### config.mk
export PLATFORM = sky130hd
export DESIGN_NAME = pll_startup_sequencer
export DESIGN_NICKNAME = d
export VERILOG_FILES = /design/src/hdl/pss_pkg.sv /design/src/hdl/pss_cfg.sv /design/src/hdl/pss_core.sv /design/src/hdl/pss_obuf.sv /design/src/hdl/pll_startup_sequencer.sv
export SDC_FILE = /design/constraint.sdc
export NUM_CORES = 1
export LEC_CHECK = 0
export BUFFER_PORTS_ARGS = -buffer_cell sky130_fd_sc_hd__buf_2
export CAP_MARGIN = 40
export CORE_MARGIN = 5
export CORE_UTILIZATION = 35
export DETAILED_ROUTE_END_ITERATION = 10
export GPL_ROUTABILITY_DRIVEN = 0
export SYNTH_ARGS = -nofsm -noshare
export SYNTH_HDL_FRONTEND = slang
export SYNTH_HIERARCHICAL = 1
export SYNTH_SLANG_ARGS = --single-unit
### constraint.sdc
create_clock -name clk -period 10.08 [get_ports clk]
set_clock_uncertainty 0.2 [all_clocks]
set_input_delay 0.504 -clock clk [delete_from_list [all_inputs] [get_ports clk]]
set_output_delay 0.504 -clock clk [all_outputs]
set_load 0.05 [all_outputs]
### src/hdl/pss_pkg.sv
// Shared types, codes and helpers for the PLL start-up sequencer.
package pss_pkg;

  // Width of the wrapping event counters.
  localparam int COUNT_WIDTH = 32;
  typedef logic [COUNT_WIDTH-1:0] count_t;

  // Sequencer phase codes.
  localparam logic [3:0] PH_DISABLED     = 4'd0;
  localparam logic [3:0] PH_CLEAR        = 4'd1;
  localparam logic [3:0] PH_WAIT_CLEAR   = 4'd2;
  localparam logic [3:0] PH_START_EXT    = 4'd3;
  localparam logic [3:0] PH_WAIT_EXT     = 4'd4;
  localparam logic [3:0] PH_START_HELPER = 4'd5;
  localparam logic [3:0] PH_WAIT_HELPER  = 4'd6;
  localparam logic [3:0] PH_START_MAIN   = 4'd7;
  localparam logic [3:0] PH_WAIT_MAIN    = 4'd8;
  localparam logic [3:0] PH_READY        = 4'd9;

  // Operating modes.
  localparam logic [1:0] MODE_DISABLED = 2'd0;
  localparam logic [1:0] MODE_GM       = 2'd1;
  localparam logic [1:0] MODE_MASTER   = 2'd2;
  localparam logic [1:0] MODE_SLAVE    = 2'd3;

  // Tagger control codes.
  localparam logic [1:0] TAGGER_KEEP    = 2'd0;
  localparam logic [1:0] TAGGER_ENABLE  = 2'd1;
  localparam logic [1:0] TAGGER_DISABLE = 2'd2;

  // Reference channel status events.
  localparam logic [1:0] STATUS_NONE   = 2'd0;
  localparam logic [1:0] STATUS_LOCKED = 2'd1;
  localparam logic [1:0] STATUS_CLEAR  = 2'd2;

  // Configuration register indexes.
  localparam logic [2:0] CFG_MODE           = 3'd0;
  localparam logic [2:0] CFG_N_REF_CHANNELS = 3'd1;
  localparam logic [2:0] CFG_SETTLE_TICKS   = 3'd2;
  localparam logic [2:0] CFG_HELPER_DAC_MAX = 3'd3;
  localparam logic [2:0] CFG_MAIN_DAC_MIN   = 3'd4;
  localparam logic [2:0] CFG_MAIN_DAC_MAX   = 3'd5;

  // Reset value of the settling wait.
  localparam logic [31:0] SETTLE_TICKS_RESET = 32'd3125000;

  // One phase-tag event.
  typedef struct packed {
    logic [3:0]  source_index;
    logic [31:0] now_ticks;
    logic        helper_locked;
    logic        helper_lock_changed;
    logic        main_locked;
    logic        ext_locked;
  } tag_item_t;

  // One result of the sequencer.
  typedef struct packed {
    logic [3:0]  sequence_phase;
    logic        clear_dacs;
    logic [15:0] main_dac_mid;
    logic [1:0]  tagger_ctrl;
    logic        start_ext;
    logic        start_helper;
    logic        start_main;
    logic        start_trackers;
    logic [1:0]  status_event;
    logic [31:0] delock_total;
    logic [31:0] osc_tag_total;
    logic [31:0] ref_tag_total;
  } res_item_t;

  // Register values and restart request handed to the core.
  typedef struct packed {
    logic        restart;
    logic [1:0]  restart_mode;
    logic [1:0]  mode;
    logic [3:0]  n_ref_channels;
    logic [31:0] settle_ticks;
    logic [15:0] main_dac_min;
    logic [15:0] main_dac_max;
  } cfg_t;

  // Low 32 bits of a counter, zero-extended when the counter is narrower.
  function automatic logic [31:0] count_to_32(input count_t c);
    logic [COUNT_WIDTH+31:0] ext;
    ext = {32'd0, c};
    return ext[31:0];
  endfunction

endpackage

### src/hdl/pss_cfg.sv
// Configuration registers of the PLL start-up sequencer.
module pss_cfg (
  input  logic            clk,
  input  logic            rst,
  input  logic            wr_en,
  input  logic [2:0]      wr_index,
  input  logic [31:0]     wr_data,
  output pss_pkg::cfg_t   cfg
);
  import pss_pkg::*;

  logic [1:0]  mode;
  logic [3:0]  n_ref_channels;
  logic [31:0] settle_ticks;
  logic [15:0] main_dac_min;
  logic [15:0] main_dac_max;
  logic        restart;

  // A mode write restarts the sequencer at the same edge that takes the write.
  assign restart = wr_en && (wr_index == CFG_MODE);

  // Register writes.
  // The helper DAC maximum write is accepted but its value is not kept.
  always_ff @(posedge clk) begin
    if (rst) begin
      mode           <= MODE_DISABLED;
      n_ref_channels <= 4'd1;
      settle_ticks   <= SETTLE_TICKS_RESET;
      main_dac_min   <= 16'd0;
      main_dac_max   <= 16'hFFFF;
    end else begin
      if (wr_en) begin
        unique case (wr_index)
          CFG_MODE:           mode           <= wr_data[1:0];
          CFG_N_REF_CHANNELS: n_ref_channels <= wr_data[3:0];
          CFG_SETTLE_TICKS:   settle_ticks   <= wr_data;
          CFG_HELPER_DAC_MAX: ;
          CFG_MAIN_DAC_MIN:   main_dac_min   <= wr_data[15:0];
          CFG_MAIN_DAC_MAX:   main_dac_max   <= wr_data[15:0];
          default: ;
        endcase
      end
    end
  end

  assign cfg.restart        = restart;
  assign cfg.restart_mode   = wr_data[1:0];
  assign cfg.mode           = mode;
  assign cfg.n_ref_channels = n_ref_channels;
  assign cfg.settle_ticks   = settle_ticks;
  assign cfg.main_dac_min   = main_dac_min;
  assign cfg.main_dac_max   = main_dac_max;

endmodule

### src/hdl/pss_core.sv
// Sequencer state, tag counters and result formation for one tag event.
module pss_core (
  input  logic                clk,
  input  logic                rst,
  input  pss_pkg::cfg_t       cfg,
  input  logic                accept,
  input  pss_pkg::tag_item_t  tag,
  output pss_pkg::res_item_t  res,
  output logic [3:0]          phase
);
  import pss_pkg::*;

  logic [31:0] settle_deadline;
  count_t      delock_counter;
  count_t      osc_tag_counter;
  count_t      ref_tag_counter;

  logic [3:0]  phase_next;
  logic [31:0] settle_deadline_next;
  count_t      delock_counter_next;
  count_t      osc_tag_counter_next;
  count_t      ref_tag_counter_next;

  logic [16:0] dac_sum;
  logic [31:0] deadline_diff;
  logic        clr, sx, sh, sm, st;
  logic [1:0]  tagger, ev;
  logic        delocked;

  assign dac_sum       = {1'b0, cfg.main_dac_min} + {1'b0, cfg.main_dac_max};
  assign deadline_diff = settle_deadline - tag.now_ticks;
  assign delocked      = (cfg.mode == MODE_GM && !tag.ext_locked) || !tag.helper_locked ||
                         (cfg.mode == MODE_SLAVE && !tag.main_locked);

  // Tag counting: the oscillator index wins over reference channel zero.
  always_comb begin
    osc_tag_counter_next = osc_tag_counter;
    ref_tag_counter_next = ref_tag_counter;
    if (tag.source_index == cfg.n_ref_channels) begin
      osc_tag_counter_next = osc_tag_counter + count_t'(1);
    end else if (tag.source_index == 4'd0) begin
      ref_tag_counter_next = ref_tag_counter + count_t'(1);
    end
  end

  // One sequencer transition per tag event.
  always_comb begin
    phase_next           = phase;
    settle_deadline_next = settle_deadline;
    delock_counter_next  = delock_counter;
    clr    = 1'b0;
    sx     = 1'b0;
    sh     = 1'b0;
    sm     = 1'b0;
    st     = 1'b0;
    tagger = TAGGER_KEEP;
    ev     = STATUS_NONE;
    unique case (phase)
      PH_CLEAR: begin
        clr                  = 1'b1;
        tagger               = TAGGER_ENABLE;
        settle_deadline_next = tag.now_ticks + cfg.settle_ticks;
        phase_next           = PH_WAIT_CLEAR;
      end
      PH_WAIT_CLEAR: begin
        if (deadline_diff[31]) begin
          phase_next = (cfg.mode == MODE_GM) ? PH_START_EXT : PH_START_HELPER;
        end
      end
      PH_START_EXT: begin
        tagger     = TAGGER_DISABLE;
        sx         = 1'b1;
        phase_next = PH_WAIT_EXT;
      end
      PH_WAIT_EXT: begin
        if (tag.ext_locked) begin
          st         = 1'b1;
          ev         = STATUS_LOCKED;
          phase_next = PH_READY;
        end
      end
      PH_START_HELPER: begin
        sh         = 1'b1;
        phase_next = PH_WAIT_HELPER;
      end
      PH_WAIT_HELPER: begin
        if (tag.helper_locked && tag.helper_lock_changed) begin
          if (cfg.mode == MODE_SLAVE) begin
            phase_next = PH_START_MAIN;
          end else begin
            st         = 1'b1;
            ev         = STATUS_LOCKED;
            phase_next = PH_READY;
          end
        end
      end
      PH_START_MAIN: begin
        sm         = 1'b1;
        phase_next = PH_WAIT_MAIN;
      end
      PH_WAIT_MAIN: begin
        if (tag.main_locked) begin
          st         = 1'b1;
          ev         = STATUS_LOCKED;
          phase_next = PH_READY;
        end
      end
      PH_READY: begin
        if (delocked) begin
          delock_counter_next = delock_counter + count_t'(1);
          ev                  = STATUS_CLEAR;
          phase_next          = PH_CLEAR;
        end
      end
      default: ;
    endcase
  end

  // State update; a mode write restarts the sequence and clears counters.
  always_ff @(posedge clk) begin
    if (rst) begin
      phase           <= PH_DISABLED;
      settle_deadline <= 32'd0;
      delock_counter  <= '0;
      osc_tag_counter <= '0;
      ref_tag_counter <= '0;
    end else if (cfg.restart) begin
      phase           <= (cfg.restart_mode == MODE_DISABLED) ? PH_DISABLED : PH_CLEAR;
      delock_counter  <= '0;
      osc_tag_counter <= '0;
      ref_tag_counter <= '0;
    end else if (accept) begin
      phase           <= phase_next;
      settle_deadline <= settle_deadline_next;
      delock_counter  <= delock_counter_next;
      osc_tag_counter <= osc_tag_counter_next;
      ref_tag_counter <= ref_tag_counter_next;
    end
  end

  // Result of this event, taken by the output buffer on a transfer.
  assign res.sequence_phase = phase_next;
  assign res.clear_dacs     = clr;
  assign res.main_dac_mid   = dac_sum[16:1];
  assign res.tagger_ctrl    = tagger;
  assign res.start_ext      = sx;
  assign res.start_helper   = sh;
  assign res.start_main     = sm;
  assign res.start_trackers = st;
  assign res.status_event   = ev;
  assign res.delock_total   = count_to_32(delock_counter_next);
  assign res.osc_tag_total  = count_to_32(osc_tag_counter_next);
  assign res.ref_tag_total  = count_to_32(ref_tag_counter_next);

endmodule

### src/hdl/pss_obuf.sv
// Two-entry result buffer that decouples the input and output transfers.
module pss_obuf (
  input  logic                clk,
  input  logic                rst,
  input  logic                push,
  input  pss_pkg::res_item_t  push_data,
  output logic                full,
  output logic                res_valid,
  input  logic                res_stall,
  output pss_pkg::res_item_t  res
);
  import pss_pkg::*;

  res_item_t   entry [2];
  logic        wr_ptr;
  logic        rd_ptr;
  logic [1:0]  count;
  logic        pop;

  assign pop       = res_valid && !res_stall;
  assign res_valid = (count != 2'd0);
  assign full      = (count == 2'd2);
  assign res       = entry[rd_ptr];

  // Entry storage.
  always_ff @(posedge clk) begin
    if (push) begin
      entry[wr_ptr] <= push_data;
    end
  end

  // Pointers and fill count.
  always_ff @(posedge clk) begin
    if (rst) begin
      wr_ptr <= 1'b0;
      rd_ptr <= 1'b0;
      count  <= 2'd0;
    end else begin
      if (push) begin
        wr_ptr <= ~wr_ptr;
      end
      if (pop) begin
        rd_ptr <= ~rd_ptr;
      end
      if (push && !pop) begin
        count <= count + 2'd1;
      end else if (pop && !push) begin
        count <= count - 2'd1;
      end
    end
  end

endmodule

### src/hdl/pll_startup_sequencer.sv
// Top level of the PLL start-up and supervision sequencer.
//
//   Channel  Signals                         Direction  Transfer when
//   tag      tag_valid, tag_stall, tag        in         tag_valid && !tag_stall
//   res      res_valid, res_stall, res        out        res_valid && !res_stall
//   cfg      cfg_valid, cfg_ready, cfg_index,  in         cfg_valid && cfg_ready
//            cfg_data
//
// One tag event is taken per cycle while tag_stall is low; its result is ready
// in the output buffer on the next cycle.
// The two-entry output buffer sets the rate: tag_stall rises only when both
// entries hold results that the output side has not yet taken.
// Reset clears the phase to disabled, zeroes counters and loads register defaults.
// Configuration writes are always taken; a mode write restarts the sequence
// at the same edge.
module pll_startup_sequencer (
  input  logic                clk,
  input  logic                rst,
  input  logic                tag_valid,
  output logic                tag_stall,
  input  pss_pkg::tag_item_t  tag,
  output logic                res_valid,
  input  logic                res_stall,
  output pss_pkg::res_item_t  res,
  input  logic                cfg_valid,
  output logic                cfg_ready,
  input  logic [2:0]          cfg_index,
  input  logic [31:0]         cfg_data
);
  import pss_pkg::*;

  cfg_t       cfg;
  res_item_t  core_res;
  logic [3:0] phase;
  logic       accept;
  logic       full;

  assign cfg_ready = 1'b1;
  assign tag_stall = full;
  assign accept    = tag_valid && !tag_stall;

  // Register file.
  pss_cfg u_cfg (
    .clk      (clk),
    .rst      (rst),
    .wr_en    (cfg_valid && cfg_ready),
    .wr_index (cfg_index),
    .wr_data  (cfg_data),
    .cfg      (cfg)
  );

  // Sequencer and counters.
  pss_core u_core (
    .clk    (clk),
    .rst    (rst),
    .cfg    (cfg),
    .accept (accept),
    .tag    (tag),
    .res    (core_res),
    .phase  (phase)
  );

  // Result buffer.
  pss_obuf u_obuf (
    .clk       (clk),
    .rst       (rst),
    .push      (accept),
    .push_data (core_res),
    .full      (full),
    .res_valid (res_valid),
    .res_stall (res_stall),
    .res       (res)
  );

  // An accepted event with no output transfer leaves a result pending.
  a_result_follows: assert property (@(posedge clk) disable iff (rst)
    (accept && !(res_valid && !res_stall)) |=> res_valid)
    else $error("accepted tag event left no pending result");

  // A mode write sends the sequencer to disabled or to clear.
  a_mode_restart: assert property (@(posedge clk) disable iff (rst)
    (cfg_valid && cfg_ready && cfg_index == CFG_MODE) |=>
      ((phase == PH_DISABLED) == ($past(cfg_data[1:0]) == MODE_DISABLED)) &&
      (phase == PH_DISABLED || phase == PH_CLEAR))
    else $error("mode write did not restart the sequencer");

  // A clear pulse always comes with tagger enable and the wait-clear phase.
  a_clear_result: assert property (@(posedge clk) disable iff (rst)
    (res_valid && res.clear_dacs) |->
      (res.sequence_phase == PH_WAIT_CLEAR && res.tagger_ctrl == TAGGER_ENABLE))
    else $error("clear pulse without matching phase and tagger command");

endmodule

Word-level counts from Yosys, hierarchy flattened:

Memories as Yosys holds them, arrays and structs flattened. A register that Yosys moved wholly into a read port is not among the register bits.
Cells that the tools add are included.

* register bits: 206
* word-level logic and storage cells: 110
* memories: 1
* bits in writable memories: 250

Memory list
* u_obuf.entry: depth 2, bits a word 125, read ports 1, clocked after Yosys merged registers in 1, write ports 1, line pss_obuf.sv:14 `res_item_t entry [2];`

* equal/unequal tests: 17
* bitwise gates (word level): 3
* $add $sub $neg: 8
* reductions and logical operators: 30
* multiplexer cells: 38

Operators with widths (number)
* 32-bit two-way mux: 5
* 32-bit by 1-bit adder with 32-bit output, second input constant: 3
* 4-bit one-hot mux with 9 select lines: 1
* 32-bit adder: 1
* 4-bit two-way mux: 8
* 32-bit subtractor: 1
* 16-bit by 16-bit adder with 17-bit output: 1
* 4-bit by 3-bit == test with 1-bit output, second input constant: 4
* 1-bit two-way mux: 16
* 2-bit AND reduction: 5
* 4-bit by 2-bit == test with 1-bit output, second input constant: 2
* 4-bit == test, second input constant: 2
* 1-bit logical AND: 8
* 2-bit two-way mux: 4
* 2-bit one-hot mux with 4 select lines: 1
* 1-bit logical NOT: 7
* 3-bit == test, second input constant: 2
* 2-bit nonzero test: 3
* 2-bit == test, second input constant: 2
* 4-bit by 1-bit == test with 1-bit output, second input constant: 1
* 4-bit == test: 1
* 4-bit logical NOT: 1
* 2-bit one-hot mux with 2 select lines: 1
* 3-bit by 1-bit == test with 1-bit output, second input constant: 1
* other kinds (12): 15

Longest topological paths before layout:

* depth in word-level cells: 8
* depth in mapped cells: 11
* gate-level depth less buffers: 11

Cells and area by module:

Netlist, hierarchy kept.

Modules (own cells, without submodules)
* pss_core: seq. area each 2642.5 µm², instances 1, area each 10387.5 µm², cells an instance 1354
* pss_obuf: seq. area each 7607.3 µm², instances 1, area each 9427.8 µm², cells an instance 411
* pss_cfg: seq. area each 1401.3 µm², instances 1, area each 2977.9 µm², cells an instance 291
* pll_startup_sequencer: seq. area each 0.0 µm², instances 1, area each 25.0 µm², cells an instance 3

Least setup slack after synthesis:

No wires, ideal clock.

* path kind: register -> register
* start: reg u_obuf.count[0]
* end: mem u_obuf/entry[0][0] (netlist bit) (enable)
* cell stages (with the launch flop): 4
* required time: 9.254 ns
* path buffers: 0
* arrival time: 6.395 ns
* setup slack: 2.859 ns
* path through: dfxtp_1 -> nor2b_1 -> nor2b_4 -> nor2b_1

* word-level cells in the longest chain between the ends: 5

RTL lines
* from (decl): line pss_obuf.sv:17 `logic [1:0] count;`
* from (signal assigned): line pss_obuf.sv:46 `count <= count + 2'd1;`
* from (signal assigned): line pss_obuf.sv:48 `count <= count - 2'd1;`
* 2-bit == test: line pss_obuf.sv:22 `assign full = (count == 2'd2);`
* net tag_stall: line pll_startup_sequencer.sv:20 `output logic tag_stall,`
* 1-bit logical NOT: line pll_startup_sequencer.sv:40 `assign accept = tag_valid && !tag_stall;`
* 1-bit logical AND: line pll_startup_sequencer.sv:40
* net accept: line pll_startup_sequencer.sv:35 `logic accept;`
* 1-bit two-way mux: line pss_obuf.sv:27 `if (push) begin`
* 1-bit two-way mux (implied by the code): line pss_obuf.sv:28 `entry[wr_ptr] <= push_data;`
* to (decl): line pss_obuf.sv:14

The timed path passes the listed nets, and every way through them passes these cells.

==> results.sh <==
export IMPL_status="complete, no violations"
export IMPL_area_growth_synth_to_final_pct=16.9
export IMPL_hold_viol_final=0
export IMPL_peakVddDrop_mv=0.101
export IMPL_fp_row_count=93
export IMPL_path_delay_family="compound AO/OA/AOI/OAI gates"
export IMPL_seqCellArea_um2=11700
export IMPL_clk_pin_slew_ns=0.05
export IMPL_cp_arrival_ns=3.71
export IMPL_core_area_um2=64500
export IMPL_cp_end_kind="register"
export IMPL_cts_tree="done"
export IMPL_syn_area_um2=22800
export IMPL_antenna_found_initial=6
export IMPL_dr_pass1_iters=5
export IMPL_overflow=0
export IMPL_crit_buf_inv=0
export IMPL_ys_seq_area_frac=0.511
export IMPL_syn_inst=2059
export IMPL_synth_top_cell_by_area="edfxtp_1"
export IMPL_relSlewSlack=0.378
export IMPL_whs_path_depth=3
export IMPL_grt_max_degree=82
export IMPL_p_leak_nw=10.5
export IMPL_critical_path_max_stage_delay_ns=0.80
export IMPL_synthFlopType="edfxtp_1"
export IMPL_clock_power_share=0.340
export IMPL_cap_violations=0
export IMPL_post_route_drc_count=0
export IMPL_fill_cells=6154
export IMPL_critPathMaxFanout=2
export IMPL_wl_um=53900
export IMPL_fin_crit_ns=3.48
export IMPL_fin_ws_ns=6.60
export IMPL_wl_per_cell_um=17.0
export IMPL_critical_path_cell_chain="ha_1, a2111oi_0, nand2b_1, nand3_1, nor3_1, a211oi_1, xnor2_1, mux2_2, o22ai_1"
export IMPL_clkLatencyLatePin_ns=0.61
export IMPL_cts_htree_levels=2
export IMPL_clk_path_buf_depth=3
export IMPL_drv_slew=0
export IMPL_cp_num_cells=9
export IMPL_p_comb_frac=0.281
export IMPL_syn_avg_cell_area_um2=11.1
export IMPL_worstMarginPinSlew_ns=0.909
export IMPL_drt_iter0_drc=880
export IMPL_grt_usage=0.148
export IMPL_critPathLaunchType="register"
export IMPL_synth_edf_count=250
export IMPL_intPower_mw=3.87
export IMPL_crit_type="register to register"
export IMPL_seqPwrFrac=0.379
export IMPL_cts_resized=0
export IMPL_viasPerCell=4.90
export IMPL_placed_cell_area_um2=24500
export IMPL_cts_root_buf="clkbuf_16"
export IMPL_power_density_nw_per_um2=220
export IMPL_finalCritPeriodShare=0.345
export IMPL_fin_area_um2=26700
export IMPL_yosys_top_cells_area="edfxtp_1 (33%), dfxtp_1 (18%), ha_1 (4.4%)"
export IMPL_start_util=0.354
export IMPL_worst_r2r_cell_count=9
export IMPL_io_pins=208
export IMPL_multi_input_area_um2=10300
export IMPL_worstPathRequired_ns=10.31
export IMPL_p_sw_mw=2.01
export IMPL_yosysWarnings=6
export IMPL_vias=15500
export IMPL_finalSetupViolCount=0
export IMPL_tns_ns=0
export IMPL_fin_nets=2424
export IMPL_dieArea_um2=70400
export IMPL_port_buffers=206
export IMPL_yosys_top_cells_count="edfxtp_1 (250), nor2_1 (224), dfxtp_1 (207)"
export IMPL_synth_top_area_frac=0.329
export IMPL_numCtsBuffers=53
export IMPL_switching_share=0.342
export IMPL_async_flop_share=0
export IMPL_die_w_um=265
export IMPL_layout_drive_gt1_share=0.205
export IMPL_hold_path_class="primary input to register"
export IMPL_reg2reg_slack_ns=6.60
export IMPL_fmax_ghz=0.287
export IMPL_grt_pass1_vias=15400
export IMPL_ys_types=87
export IMPL_synth_seq_cells=457
export IMPL_critPathSlowestCell="a2111oi_0"
export IMPL_die_h_um=265
export IMPL_rsz0062_at_grt="false"
export IMPL_power_total_mw=5.88
export IMPL_dp_hpwl_um=38800
export IMPL_antenna_left=0
export IMPL_grt_pass1_wl_um=84400
export IMPL_synth_fp_nets=2221
export IMPL_synth_most_common_cell="edfxtp_1"
export IMPL_place_ws_ns=6.27
export IMPL_cts_sinks=457
[metal layers]
layer,up-vias,part of all wire,track usage
li1,7673,-,-
met1,7397,0.45,0.196
met2,352,0.48,0.252
met3,86,0.056,0.0268
met4,2,0.021,0.0379
met5,-,0.00015,0
[layout make-up]
class                           instances  area share
Clock buffer                           67      0.0547
Timing Repair Buffer                  254      0.0582
Sequential cell                       457       0.437
Antenna cell                            4    0.000375
Inverter                               56     0.00788
Tap cell                              855      0.0401
Multi-Input combinational cell       1440       0.387
Clock inverter                         32      0.0146
[repair_timing]
| item | CTS | global route |
|---|---|---|
| setup endpoints to repair | 0 | 0 |
| endpoints found under the hold margin | 34 | 0 |
| setup buffers | 0 | 0 |
| hold buffers | 29 | 0 |
[tightest hold or removal path, stage by stage]
cell and delay, ns:
buf_2 0.11, nor2_1 0.07, mux2i_1 0.12
[cell usage in the layout (no fill, tap or decap), types with 55 or more instances in the layout]
cell type	netlist	routed
mux2_2	79	79
ha_1	80	80
nand3_1	62	62
inv_1	55	55
xor2_1	114	114
edfxtp_1	250	250
a21oi_1	68	68
nor2_1	224	224
mux2i_1	73	73
xnor2_1	103	103
nand2b_1	78	78
dfxtp_1	207	206
buf_2	18	207
nand2_1	172	172
[cell families after synthesis]
| kind of cell | synth area share |
|---|---|
| simple gates | 0.160 |
| flops | 0.511 |
| xor+xnor | 0.0833 |
| compound gates | 0.0592 |
| mux | 0.104 |
| buf+inv | 0.0371 |
| fa+ha+maj | 0.0456 |
| other cells | 0.000164 |
[worst paths after layout]
path	startpoint	end
max reg2reg	u_core/settle_deadline[12]$_SDFFE_PP0P_	u_obuf/entry[1][122]$_DFFE_PP_
min	cfg_data[3]	u_cfg/settle_ticks[3]$_SDFFE_PP1P_
max	u_core/settle_deadline[12]$_SDFFE_PP0P_	u_obuf/entry[1][122]$_DFFE_PP_
min reg2reg	u_core/settle_deadline[22]$_SDFFE_PP0P_	u_core/settle_deadline[22]$_SDFFE_PP0P_
[per-stage QoR]
| stage | cells | hold WS [ns] | utilization |
|---|---|---|---|
| floorplan | 2059 | 0.229 | - |
| global placement | 3025 | 0.239 | 0.378 |
| detailed placement | 3033 | 0.250 | 0.381 |
| CTS | 3161 | 0.00564 | 0.414 |
| global route | 3161 | 0.0323 | 0.414 |
| finish | 3165 | 0.0479 | 0.414 |
[power groups by stage]
stage / Sequential, mW / Combinational (mW) / Clock [mW]
after global routing: 2.25 / 1.75 / 2.15
after detailed placement: 2.27 / 1.67 / 0
final: 2.23 / 1.65 / 2.00
after floorplan: 2.28 / 1.30 / 0
after CTS: 2.24 / 1.69 / 2.06
after global placement: 2.30 / 1.61 / 0
[registers in the layout (all words and copies together) (netlist names), named ones only]
name,flops
u_cfg/mode,2
u_core/ref_tag_counter,32
u_cfg/n_ref_channels,4
u_cfg/main_dac_max,16
u_obuf/rd_ptr,1
u_core/delock_counter,32
u_obuf/wr_ptr,1
u_cfg/settle_ticks,32
u_obuf/count,2
u_core/settle_deadline,32
u_obuf/entry,250
u_core/osc_tag_counter,32
u_core/phase,4
u_cfg/main_dac_min,16
Note: power is estimated with default switching activity, not from simulation.
